File: src/b128e_pkg.sv
// shared types and constants for the base-128 stream encoder
// no dependencies; used by front, queue, back and top level
`timescale 1ns / 1ps

package b128e_pkg;

	// code layout
	localparam int CODE_W     = 8;
	localparam int PAYLOAD_W  = 7;
	localparam int RESIDUE_W  = 6;
	localparam int COUNT_W    = 3;
	localparam int ACC_W      = RESIDUE_W + CODE_W;
	localparam int SHIFT_W    = 4;

	// top bit forced on every code
	localparam logic CODE_MARK = 1'b1;

	// residue count at which the next byte leaves a full seven bits
	localparam logic [COUNT_W-1:0] CNT_FULL = COUNT_W'(PAYLOAD_W - 1);

	// decoupling queue between front and back
	localparam int QDEPTH = 2;
	localparam int QPTR_W = (QDEPTH > 1) ? $clog2(QDEPTH) : 1;
	localparam int QCNT_W = $clog2(QDEPTH + 1);

	// one classified byte: first code, optional second code
	typedef struct packed {
		logic [PAYLOAD_W-1:0] c0;
		logic [PAYLOAD_W-1:0] c1;
		logic                 two;
		logic                 eom;
	} entry_t;

	// queue head as seen by the back end
	typedef struct packed {
		logic   valid;
		entry_t data;
	} head_t;

endpackage

File: src/b128e_front.sv
// front end: accepts bytes, updates the bit residue and splits into codes
// depends on b128e_pkg
`timescale 1ns / 1ps

module b128e_front (
	input  logic                     clk,
	input  logic                     arst_n,
	input  logic                     in_valid,
	input  logic [7:0]               data_byte,
	input  logic                     is_final,
	input  logic                     q_full,
	output logic                     in_stall,
	output logic                     push,
	output b128e_pkg::entry_t        push_data
);

	logic [b128e_pkg::RESIDUE_W-1:0] res_q;
	logic [b128e_pkg::COUNT_W-1:0]   cnt_q;

	logic [b128e_pkg::COUNT_W-1:0]   cnt_eff;
	logic [b128e_pkg::ACC_W-1:0]     acc;
	logic [b128e_pkg::ACC_W-1:0]     rem_mask;
	logic [b128e_pkg::SHIFT_W-1:0]   sh;
	logic [b128e_pkg::SHIFT_W-1:0]   pad_sh;
	logic [b128e_pkg::PAYLOAD_W-1:0] rem7;
	logic                            seven;

	assign in_stall = q_full;
	assign push     = in_valid && !q_full;

	// split the accumulated bits into one or two codes
	always_comb begin
		cnt_eff  = (cnt_q > b128e_pkg::CNT_FULL) ? b128e_pkg::CNT_FULL : cnt_q;
		acc      = {res_q, data_byte};
		sh       = b128e_pkg::SHIFT_W'(cnt_eff) + b128e_pkg::SHIFT_W'(1);
		rem_mask = (b128e_pkg::ACC_W'(1) << sh) - b128e_pkg::ACC_W'(1);
		rem7     = b128e_pkg::PAYLOAD_W'(acc & rem_mask);
		pad_sh   = b128e_pkg::SHIFT_W'(b128e_pkg::PAYLOAD_W) - sh;
		seven    = (cnt_eff == b128e_pkg::CNT_FULL);
		push_data.c0  = b128e_pkg::PAYLOAD_W'(acc >> sh);
		push_data.c1  = seven ? rem7 : b128e_pkg::PAYLOAD_W'(rem7 << pad_sh);
		push_data.two = seven || is_final;
		push_data.eom = is_final;
	end

	// residue state, updated on every input transfer
	always_ff @(posedge clk or negedge arst_n) begin
		if (!arst_n) begin
			res_q <= '0;
			cnt_q <= '0;
		end else if (push) begin
			if (push_data.two) begin
				res_q <= '0;
				cnt_q <= '0;
			end else begin
				res_q <= rem7[b128e_pkg::RESIDUE_W-1:0];
				cnt_q <= sh[b128e_pkg::COUNT_W-1:0];
			end
		end
	end

endmodule

File: src/b128e_queue.sv
// small fifo of classified entries between front and back
// depends on b128e_pkg
`timescale 1ns / 1ps

module b128e_queue (
	input  logic                     clk,
	input  logic                     arst_n,
	input  logic                     push,
	input  b128e_pkg::entry_t        push_data,
	input  logic                     pop,
	output logic                     full,
	output b128e_pkg::head_t         head
);

	b128e_pkg::entry_t               mem_q [b128e_pkg::QDEPTH];
	logic [b128e_pkg::QPTR_W-1:0]    wr_ptr_q;
	logic [b128e_pkg::QPTR_W-1:0]    rd_ptr_q;
	logic [b128e_pkg::QCNT_W-1:0]    cnt_q;
	logic                            do_pop;

	assign full       = (cnt_q == b128e_pkg::QCNT_W'(b128e_pkg::QDEPTH));
	assign head.valid = (cnt_q != '0);
	assign head.data  = mem_q[rd_ptr_q];
	assign do_pop     = pop && head.valid;

	// entry storage
	always_ff @(posedge clk) begin
		if (push && !full) begin
			mem_q[wr_ptr_q] <= push_data;
		end
	end

	// pointers and fill count
	always_ff @(posedge clk or negedge arst_n) begin
		if (!arst_n) begin
			wr_ptr_q <= '0;
			rd_ptr_q <= '0;
			cnt_q    <= '0;
		end else begin
			if (push && !full) begin
				wr_ptr_q <= (wr_ptr_q == b128e_pkg::QPTR_W'(b128e_pkg::QDEPTH - 1)) ?
					'0 : wr_ptr_q + b128e_pkg::QPTR_W'(1);
			end
			if (do_pop) begin
				rd_ptr_q <= (rd_ptr_q == b128e_pkg::QPTR_W'(b128e_pkg::QDEPTH - 1)) ?
					'0 : rd_ptr_q + b128e_pkg::QPTR_W'(1);
			end
			cnt_q <= cnt_q + b128e_pkg::QCNT_W'(push && !full)
				- b128e_pkg::QCNT_W'(do_pop);
		end
	end

endmodule

File: src/b128e_back.sv
// back end: sends the one or two codes of each entry through the output register
// depends on b128e_pkg
`timescale 1ns / 1ps

module b128e_back (
	input  logic                                clk,
	input  logic                                arst_n,
	input  b128e_pkg::head_t                    head,
	input  logic                                out_stall,
	output logic                                pop,
	output logic                                out_valid,
	output logic [b128e_pkg::CODE_W-1:0]        code_byte,
	output logic                                end_of_message
);

	logic                            out_valid_q;
	logic [b128e_pkg::CODE_W-1:0]    code_q;
	logic                            eom_q;
	logic                            half_q;
	logic                            load;
	logic                            last;

	assign out_valid      = out_valid_q;
	assign code_byte      = code_q;
	assign end_of_message = eom_q;

	// output register free, or its transfer happens now
	assign load = !out_valid_q || !out_stall;
	assign last = !head.data.two || half_q;
	assign pop  = load && head.valid && last;

	// output register and second-code phase
	always_ff @(posedge clk or negedge arst_n) begin
		if (!arst_n) begin
			out_valid_q <= 1'b0;
			half_q      <= 1'b0;
		end else if (load) begin
			out_valid_q <= head.valid;
			if (head.valid) begin
				half_q <= head.data.two && !half_q;
			end
		end
	end

	always_ff @(posedge clk) begin
		if (load && head.valid) begin
			code_q <= {b128e_pkg::CODE_MARK, half_q ? head.data.c1 : head.data.c0};
			eom_q  <= head.data.eom && last;
		end
	end

endmodule

File: src/base128_stream_encoder_core.sv
// path: a byte's codes go into a queue entry, then into the output register
// throughput: one byte per cycle when it yields one code and out_stall is low; a
// two-code byte holds the queue head; the single-code output register sends both
// a two-entry queue lets the front accept bytes while the output is stalled, until full
// reset: arst_n clears the residue, the queue and the output valid at once
`timescale 1ns / 1ps

module base128_stream_encoder_core (
	input  logic       clk,
	input  logic       arst_n,
	input  logic       in_valid,
	output logic       in_stall,
	input  logic [7:0] data_byte,
	input  logic       is_final,
	output logic       out_valid,
	input  logic       out_stall,
	output logic [7:0] code_byte,
	output logic       end_of_message
);

	logic              push;
	b128e_pkg::entry_t push_data;
	logic              q_full;
	logic              pop;
	b128e_pkg::head_t  head;

	// front: residue and code split
	b128e_front u_front (
		.clk       (clk),
		.arst_n    (arst_n),
		.in_valid  (in_valid),
		.data_byte (data_byte),
		.is_final  (is_final),
		.q_full    (q_full),
		.in_stall  (in_stall),
		.push      (push),
		.push_data (push_data)
	);

	// decoupling queue
	b128e_queue u_queue (
		.clk       (clk),
		.arst_n    (arst_n),
		.push      (push),
		.push_data (push_data),
		.pop       (pop),
		.full      (q_full),
		.head      (head)
	);

	// back: code output
	b128e_back u_back (
		.clk            (clk),
		.arst_n         (arst_n),
		.head           (head),
		.out_stall      (out_stall),
		.pop            (pop),
		.out_valid      (out_valid),
		.code_byte      (code_byte),
		.end_of_message (end_of_message)
	);

endmodule

File: config.mk
export PLATFORM = sky130hd
export DESIGN_NAME = base128_stream_encoder_core
export DESIGN_NICKNAME = d
export VERILOG_FILES = /design/src/b128e_pkg.sv /design/src/b128e_front.sv /design/src/b128e_queue.sv /design/src/b128e_back.sv /design/src/base128_stream_encoder_core.sv
export SDC_FILE = /design/constraint.sdc
export NUM_CORES = 1
export LEC_CHECK = 0
export ABC_AREA = 1
export BUFFER_PORTS_ARGS = -buffer_cell sky130_fd_sc_hd__buf_2
export CAP_MARGIN = 30
export CORE_MARGIN = 5
export CORE_UTILIZATION = 45
export CTS_CLUSTER_SIZE = 12
export DETAILED_ROUTE_END_ITERATION = 16
export PLACE_DENSITY = 0.65
export SKIP_CTS_REPAIR_TIMING = 1
export SLEW_MARGIN = 20
export SYNTH_ARGS = -nofsm -noshare
export SYNTH_HDL_FRONTEND = slang
export SYNTH_SLANG_ARGS = --single-unit
export TNS_END_PERCENT = 20
File: constraint.sdc
create_clock -name clk -period 2.9 [get_ports clk]
set_input_delay 0.435 -clock clk [delete_from_list [all_inputs] [get_ports clk]]
set_output_delay 0.435 -clock clk [all_outputs]
set_load 0.005 [all_outputs]
## Word level (Yosys, flattened, before mapping)

Memory sizes are Yosys's and may differ from the RTL's.
Index checks and enable logic that the tools add are counted.

| cells by class | value |
|---|---|
| add/sub/neg operators | 7 |
| multipliers | 0 |
| div/mod/pow operators | 0 |
| $lt $le $gt $ge | 1 |
| equal/unequal tests | 2 |
| shift operators | 3 |
| mux-type cells | 9 |
| bitwise logic cells | 1 |
| reductions and logical operators | 17 |

Operators with widths:

| cell | count |
|---|---|
| 7-bit two-way mux | 2 |
| 14-bit by 4-bit >> shifter with 7-bit output | 1 |
| 7-bit AND | 1 |
| 1-bit logical AND | 7 |
| 1-bit by 4-bit left shift with 7-bit output (first input constant) | 1 |
| 7-bit by 4-bit left shift with 7-bit output | 1 |
| 7-bit by 2-bit subtractor with 7-bit output (second input constant) | 1 |
| 3-bit two-way mux | 2 |
| 6-bit two-way mux | 1 |
| 1-bit logical NOT | 5 |
| 3-bit by 1-bit adder with 4-bit output (second input constant) | 1 |
| 1-bit two-way mux | 4 |
| 3-bit by 4-bit subtractor with 4-bit output (first input constant) | 1 |
| 3-bit == test (second input constant) | 1 |
| 3-bit greater-than comparator (second input constant) | 1 |
| 1-bit logical OR | 3 |
| 1-bit adder (second input constant) | 2 |
| 2-bit by 1-bit adder with 2-bit output | 1 |
| 2-bit == test (second input constant) | 1 |
| 2-bit AND reduction | 1 |
| 2-bit nonzero test | 1 |
| 2-bit by 1-bit subtractor with 2-bit output | 1 |

| word-level totals | value |
|---|---|
| flip-flop bits (word level) | 23 |
| latch bits | 0 |
| memory bits (writable) | 32 |
| ROM bits | 0 |
| output and inout bits | 11 |
| memories | 1 |

Memories:

| name | depth | width | rd ports | clocked after memory_dff | wr ports | RTL line | RTL |
|---|---|---|---|---|---|---|---|
| u_queue.mem_q | 2 | 16 | 1 | 0 | 1 | b128e_queue.sv:15 | `b128e_pkg::entry_t mem_q [b128e_pkg::QDEPTH];` |

## Logic depth before layout (Yosys ltp)

| logic depth | value |
|---|---|
| word-level depth | 8 |
| gate-level depth with buffers | 16 |

## By module

Synthesis repeated with hierarchy kept, for this count alone.

| unflattened totals | value |
|---|---|
| cells, all modules | 345 |
| area, all modules | 3036.7 µm² |

Modules (own cells, without submodules):

| module | times used | cells an instance | area an instance (µm²) | sequential area each (µm²) |
|---|---|---|---|---|
| b128e_queue | 1 | 116 | 1431.4 | 1061.0 |
| b128e_front | 1 | 182 | 1152.4 | 225.2 |
| b128e_back | 1 | 47 | 452.9 | 290.3 |

## Worst setup path after synthesis

OpenSTA, ideal clock, no wires.

| timing path | value |
|---|---|
| path type | reg-to-reg |
| from | reg u_front.cnt_q[2] in the netlist's numbering |
| to | mem u_queue.mem_q[0][7] in the netlist's numbering, data pin |
| library setup time | 263 ps |
| arrival | 1778 ps |
| required time | 2637 ps |
| setup slack | 859 ps |
| stages on the path, launching flop included | 16 |
| clock period less this slack | 2041 ps |
| cells stage by stage | dfrtp_1 > nand2_2 > nand2_2 > inv_2 > buf_6 > ha_1 > inv_1 > nand2_1 > nand2_2 > nand3_1 > nand2_1 > nand2_1 > nand3_1 > nand2_1 > o211ai_1 > nand2_1 |

RTL lines:

| element | RTL line | RTL |
|---|---|---|
| start, declared | b128e_front.sv:18 | `logic [b128e_pkg::COUNT_W-1:0] cnt_q;` |
| start signal, assigned | b128e_front.sv:57 | `cnt_q <= sh[b128e_pkg::COUNT_W-1:0];` |
| end, declared | b128e_queue.sv:15 |  |

==> parameters.txt <==
Parameter                              Value

Die
  Die width ... 88.11 um
  Die footprint ... 7762 um2
  Row count ... 28
  Top-level port count ... 24
  Core Region ... 5921 um2
  Chip height ... 88.11 um
  Starting density of the core ... 46.37%

Drt
  Average wire length per cell after detail routing ... 14.81 um
  Post-detailed-route DRC marker count ... 0
  Detail Route Antenna Nets ... 0
  Detailed router's first-iteration violation count ... 126
  Vias ... 2091
  Detailed Route WL ... 5.775 mm
  Via density ... 5.362
  Count of TritonRoute iterations in the first routing pass ... 5

Clock network
  CTS max path bufs ... 2
  Insertion delay of the later-clocked pin in the worst-skew pair ... 0.30 ns
  Clock-pin transition on the worst setup and hold timing paths ... 0.10 ns
  H-tree level count ... 2
  Number of sinks on the clock net ... 55
  CTS tree ... built
  Cell at the root of the clock tree ... sky130_fd_sc_hd__clkbuf_8
  Number of buffers created by CTS ... 5

Global route
  Met1 GRT Util ... 21.75%
  Wire length of the first global-routing pass ... 9.556 mm
  Initial antenna violation count ... 0
  Met2 Resource Use GR ... 26.51%
  GRT busiest layer ... met2
  Routing usage on met3 ... 3.198%
  Total congestion overflow ... 0
  Pin count of the biggest net entering global routing ... 26
  Gr usage total ... 16.11%
  Number of global-route vias before repair ... 1987

Timing
  Hold slack ... 0.01854 ns
  Least-Margin Pin Slew ... 0.5633 ns
  Final hold vios ... 0
  Worst-case clock skew ... 0.01232 ns
  Final Max Tran Viols ... 0
  Maximum achievable frequency ... 449.5 MHz
  Final-report setup violation count ... 0
  RSZ-0062 raised after global routing ... no
  Worst slew slack as a fraction of its limit ... 62.05%
  Setup tns final ... 0 ns
  Time the final worst path needs with I/O delays and setup ... 2.225 ns
  Portion of the clock cycle consumed by the worst path in the final layout ... 76.71%

Power and ir drop
  Design internal power ... 0.001966 W
  Peak VDD IR ... 0.4030 mV
  Net switching fraction of the power ... 41.15%
  Power density of the placed cells ... 1110 nW/um2
  Clock network fraction of total power ... 12.0%
  Combinational power share ... 45.4%
  Static power due to leakage ... 1.301 nW
  Power consumption ... 0.003342 W
  Power share of the sequential group ... 42.6%
  Sw Pwr ... 0.001375 W

Critical path
  Data required time of the worst path ... 3.00 ns
  Arrival time reported for the critical path endpoint ... 2.32 ns
  Critical path startpoint category ... flip-flop
  CP Max Fanout ... 25
  Kind of capture point of the worst setup path ... flip-flop
  Depth of the worst register-to-register path ... 9
  Critical path class ... reg -> reg

Synth
  Sequential element share of the synthesized area ... 57.43%
  Proportion of netlist area held by the largest area contributor ... 43.76%
  Mean instance size in the synthesized netlist ... 9.466 um2
  Library cell occupying the most area in the post-synthesis netlist ... sky130_fd_sc_hd__edfxtp_1
  Flip-flop and latch count after synthesis ... 55
  Synth Cell Area ... 2745 um2
  Synth top area cells ... sky130_fd_sc_hd__edfxtp_1 44%, sky130_fd_sc_hd__dfrtp_1 14%, sky130_fd_sc_hd__nand2_1 8.5%
  Number of nets produced by synthesis ... 309
  Distinct cell type count of the synthesized netlist ... 32
  Gate count after technology mapping ... 290
  Number of warnings reported in the yosys synthesis log ... 0

Layout
  Non-filler instance count after layout ... 390
  Relative area change from synthesis to final layout ... 9.708%
  Ant diodes ... 0
  Number of inserted filler cells in the final layout ... 548
  Number of nets in the finished design ... 333
  Proportion of layout cells with a drive suffix above 1 ... 13.97%

Status
  Result of the run ... complete, no violations

Place
  DP Wirelength ... 4.315 mm
  Final RePlAce weighted congestion ... 0.9495
  Placed cell count ... 382
  PortBufs ... 22

Job
  Max-capacitance violation count ... 0

Worst hold path
  Classification of the worst-slack hold path ... in -> async
[per-stage QoR]
stage / area (um2) / setup slack [ns] / utilization [%]
after floorplan: 2745 / 0.8591 / -
after global placement: 2927 / 0.7452 / 49.43
after detailed placement: 2927 / 0.7246 / 49.43
after CTS: 3012 / 0.7052 / 50.87
after global routing: 3012 / 0.4742 / 50.87
final: 3012 / 0.6754 / 50.87
[cell usage after synthesis (all sizes together)]
master	number
nor2	31
o211ai	1
o32ai	1
o22ai	17
a21o	1
nand4	2
o311ai	1
nand3	13
o21ai	34
inv	32
nor3	1
o2111ai	1
o21bai	2
a21oi	6
clkbuf	4
edfxtp	40
xnor2	1
o221ai	5
dfrtp	15
nand2	65
conb	1
xor2	2
ha	6
buf	8
[worst max-delay path: stages (launching register included)]
cell                      delay [ns]
sky130_fd_sc_hd__dfrtp_1        0.41
sky130_fd_sc_hd__nand2_2        0.12
sky130_fd_sc_hd__nand2_2        0.07
sky130_fd_sc_hd__buf_4          0.21
sky130_fd_sc_hd__ha_1           0.24
sky130_fd_sc_hd__nand2_1        0.21
sky130_fd_sc_hd__inv_1          0.12
sky130_fd_sc_hd__nor2_1         0.22
sky130_fd_sc_hd__inv_1          0.12
sky130_fd_sc_hd__o22ai_1        0.29
[final cells by class]
type                    instances  area [um2]  share of cell area [%]
clock buffers                   6       72.57                   2.410
well taps                      75       93.84                   3.116
multi-input cells             191       973.4                   32.32
inverters                      32       120.1                   3.988
flip-flops and latches         55        1577                   52.35
clock inverters                 2       12.51                  0.4155
repair buffers                 29       162.7                   5.401
[cells in the final DEF, fill, tap and decap left out, types with 6 or more instances in the layout]
cell and instances:
sky130_fd_sc_hd__nand2_1 62, sky130_fd_sc_hd__edfxtp_1 40, sky130_fd_sc_hd__inv_1 30, sky130_fd_sc_hd__nor2_1 30
sky130_fd_sc_hd__o21ai_0 27, sky130_fd_sc_hd__buf_2 22, sky130_fd_sc_hd__o22ai_1 17, sky130_fd_sc_hd__dfrtp_1 15
sky130_fd_sc_hd__nand3_1 12, sky130_fd_sc_hd__buf_4 7, sky130_fd_sc_hd__o21ai_1 6, sky130_fd_sc_hd__a21oi_1 6
sky130_fd_sc_hd__ha_1 6
[power groups by stage]
| stage | combinational, W | sequential (W) | clock [W] |
|---|---|---|---|
| 6_report | 0.00152 | 0.00142 | 0.000401 |
| 5_1_grt | 0.00173 | 0.00146 | 0.000452 |
| 4_1_cts | 0.00153 | 0.00143 | 0.000415 |
| 3_5_place_dp | 0.00153 | 0.00145 | 0 |
| 3_3_place_gp | 0.00151 | 0.00144 | 0 |
| 2_1_floorplan | 0.00114 | 0.00140 | 0 |
[state kept, by name, indices dropped and copies added (netlist names)]
signal,cells
u_back.code_byte,7
u_back.end_of_message,1
u_back.half_q,1
u_back.out_valid,1
u_front.cnt_q,3
u_front.res_q,6
u_queue.cnt_q,2
u_queue.mem_q,32
u_queue.rd_ptr_q,1
u_queue.wr_ptr_q,1
[routing by layer]
layer  share of wire [%]  vias to the layer above
met5                   0                        -
met4                 1.1                        0
met3                 6.1                        4
met2                  49                       69
met1                  44                      972
li1                    -                     1046
[path summary, 6_finish.rpt]
path	startpoint	end	slack [ns]
setup / recovery	u_front.cnt_q[2]	u_queue.mem_q[1][2]	0.68
setup reg to reg	u_front.cnt_q[2]	u_queue.mem_q[1][2]	0.68
hold / removal	arst_n	u_back.out_valid	0.02
min in group clk	out_stall	u_back.out_valid	0.34
hold reg to reg	u_back.out_valid	u_back.out_valid	0.50
max in group asynchronous	arst_n	u_front.res_q[5]	2.62
[kinds of logic after synthesis]
logic type,count (synthesis),synth area share [%]
xor+xnor,3,0.9573
flops,55,57.43
other cells,1,0.1366
simple gates,112,16.68
compound gates,69,14.95
fa+ha+maj,6,2.735
buf+inv,44,7.110
Note: power is estimated with default switching activity, not from simulation.
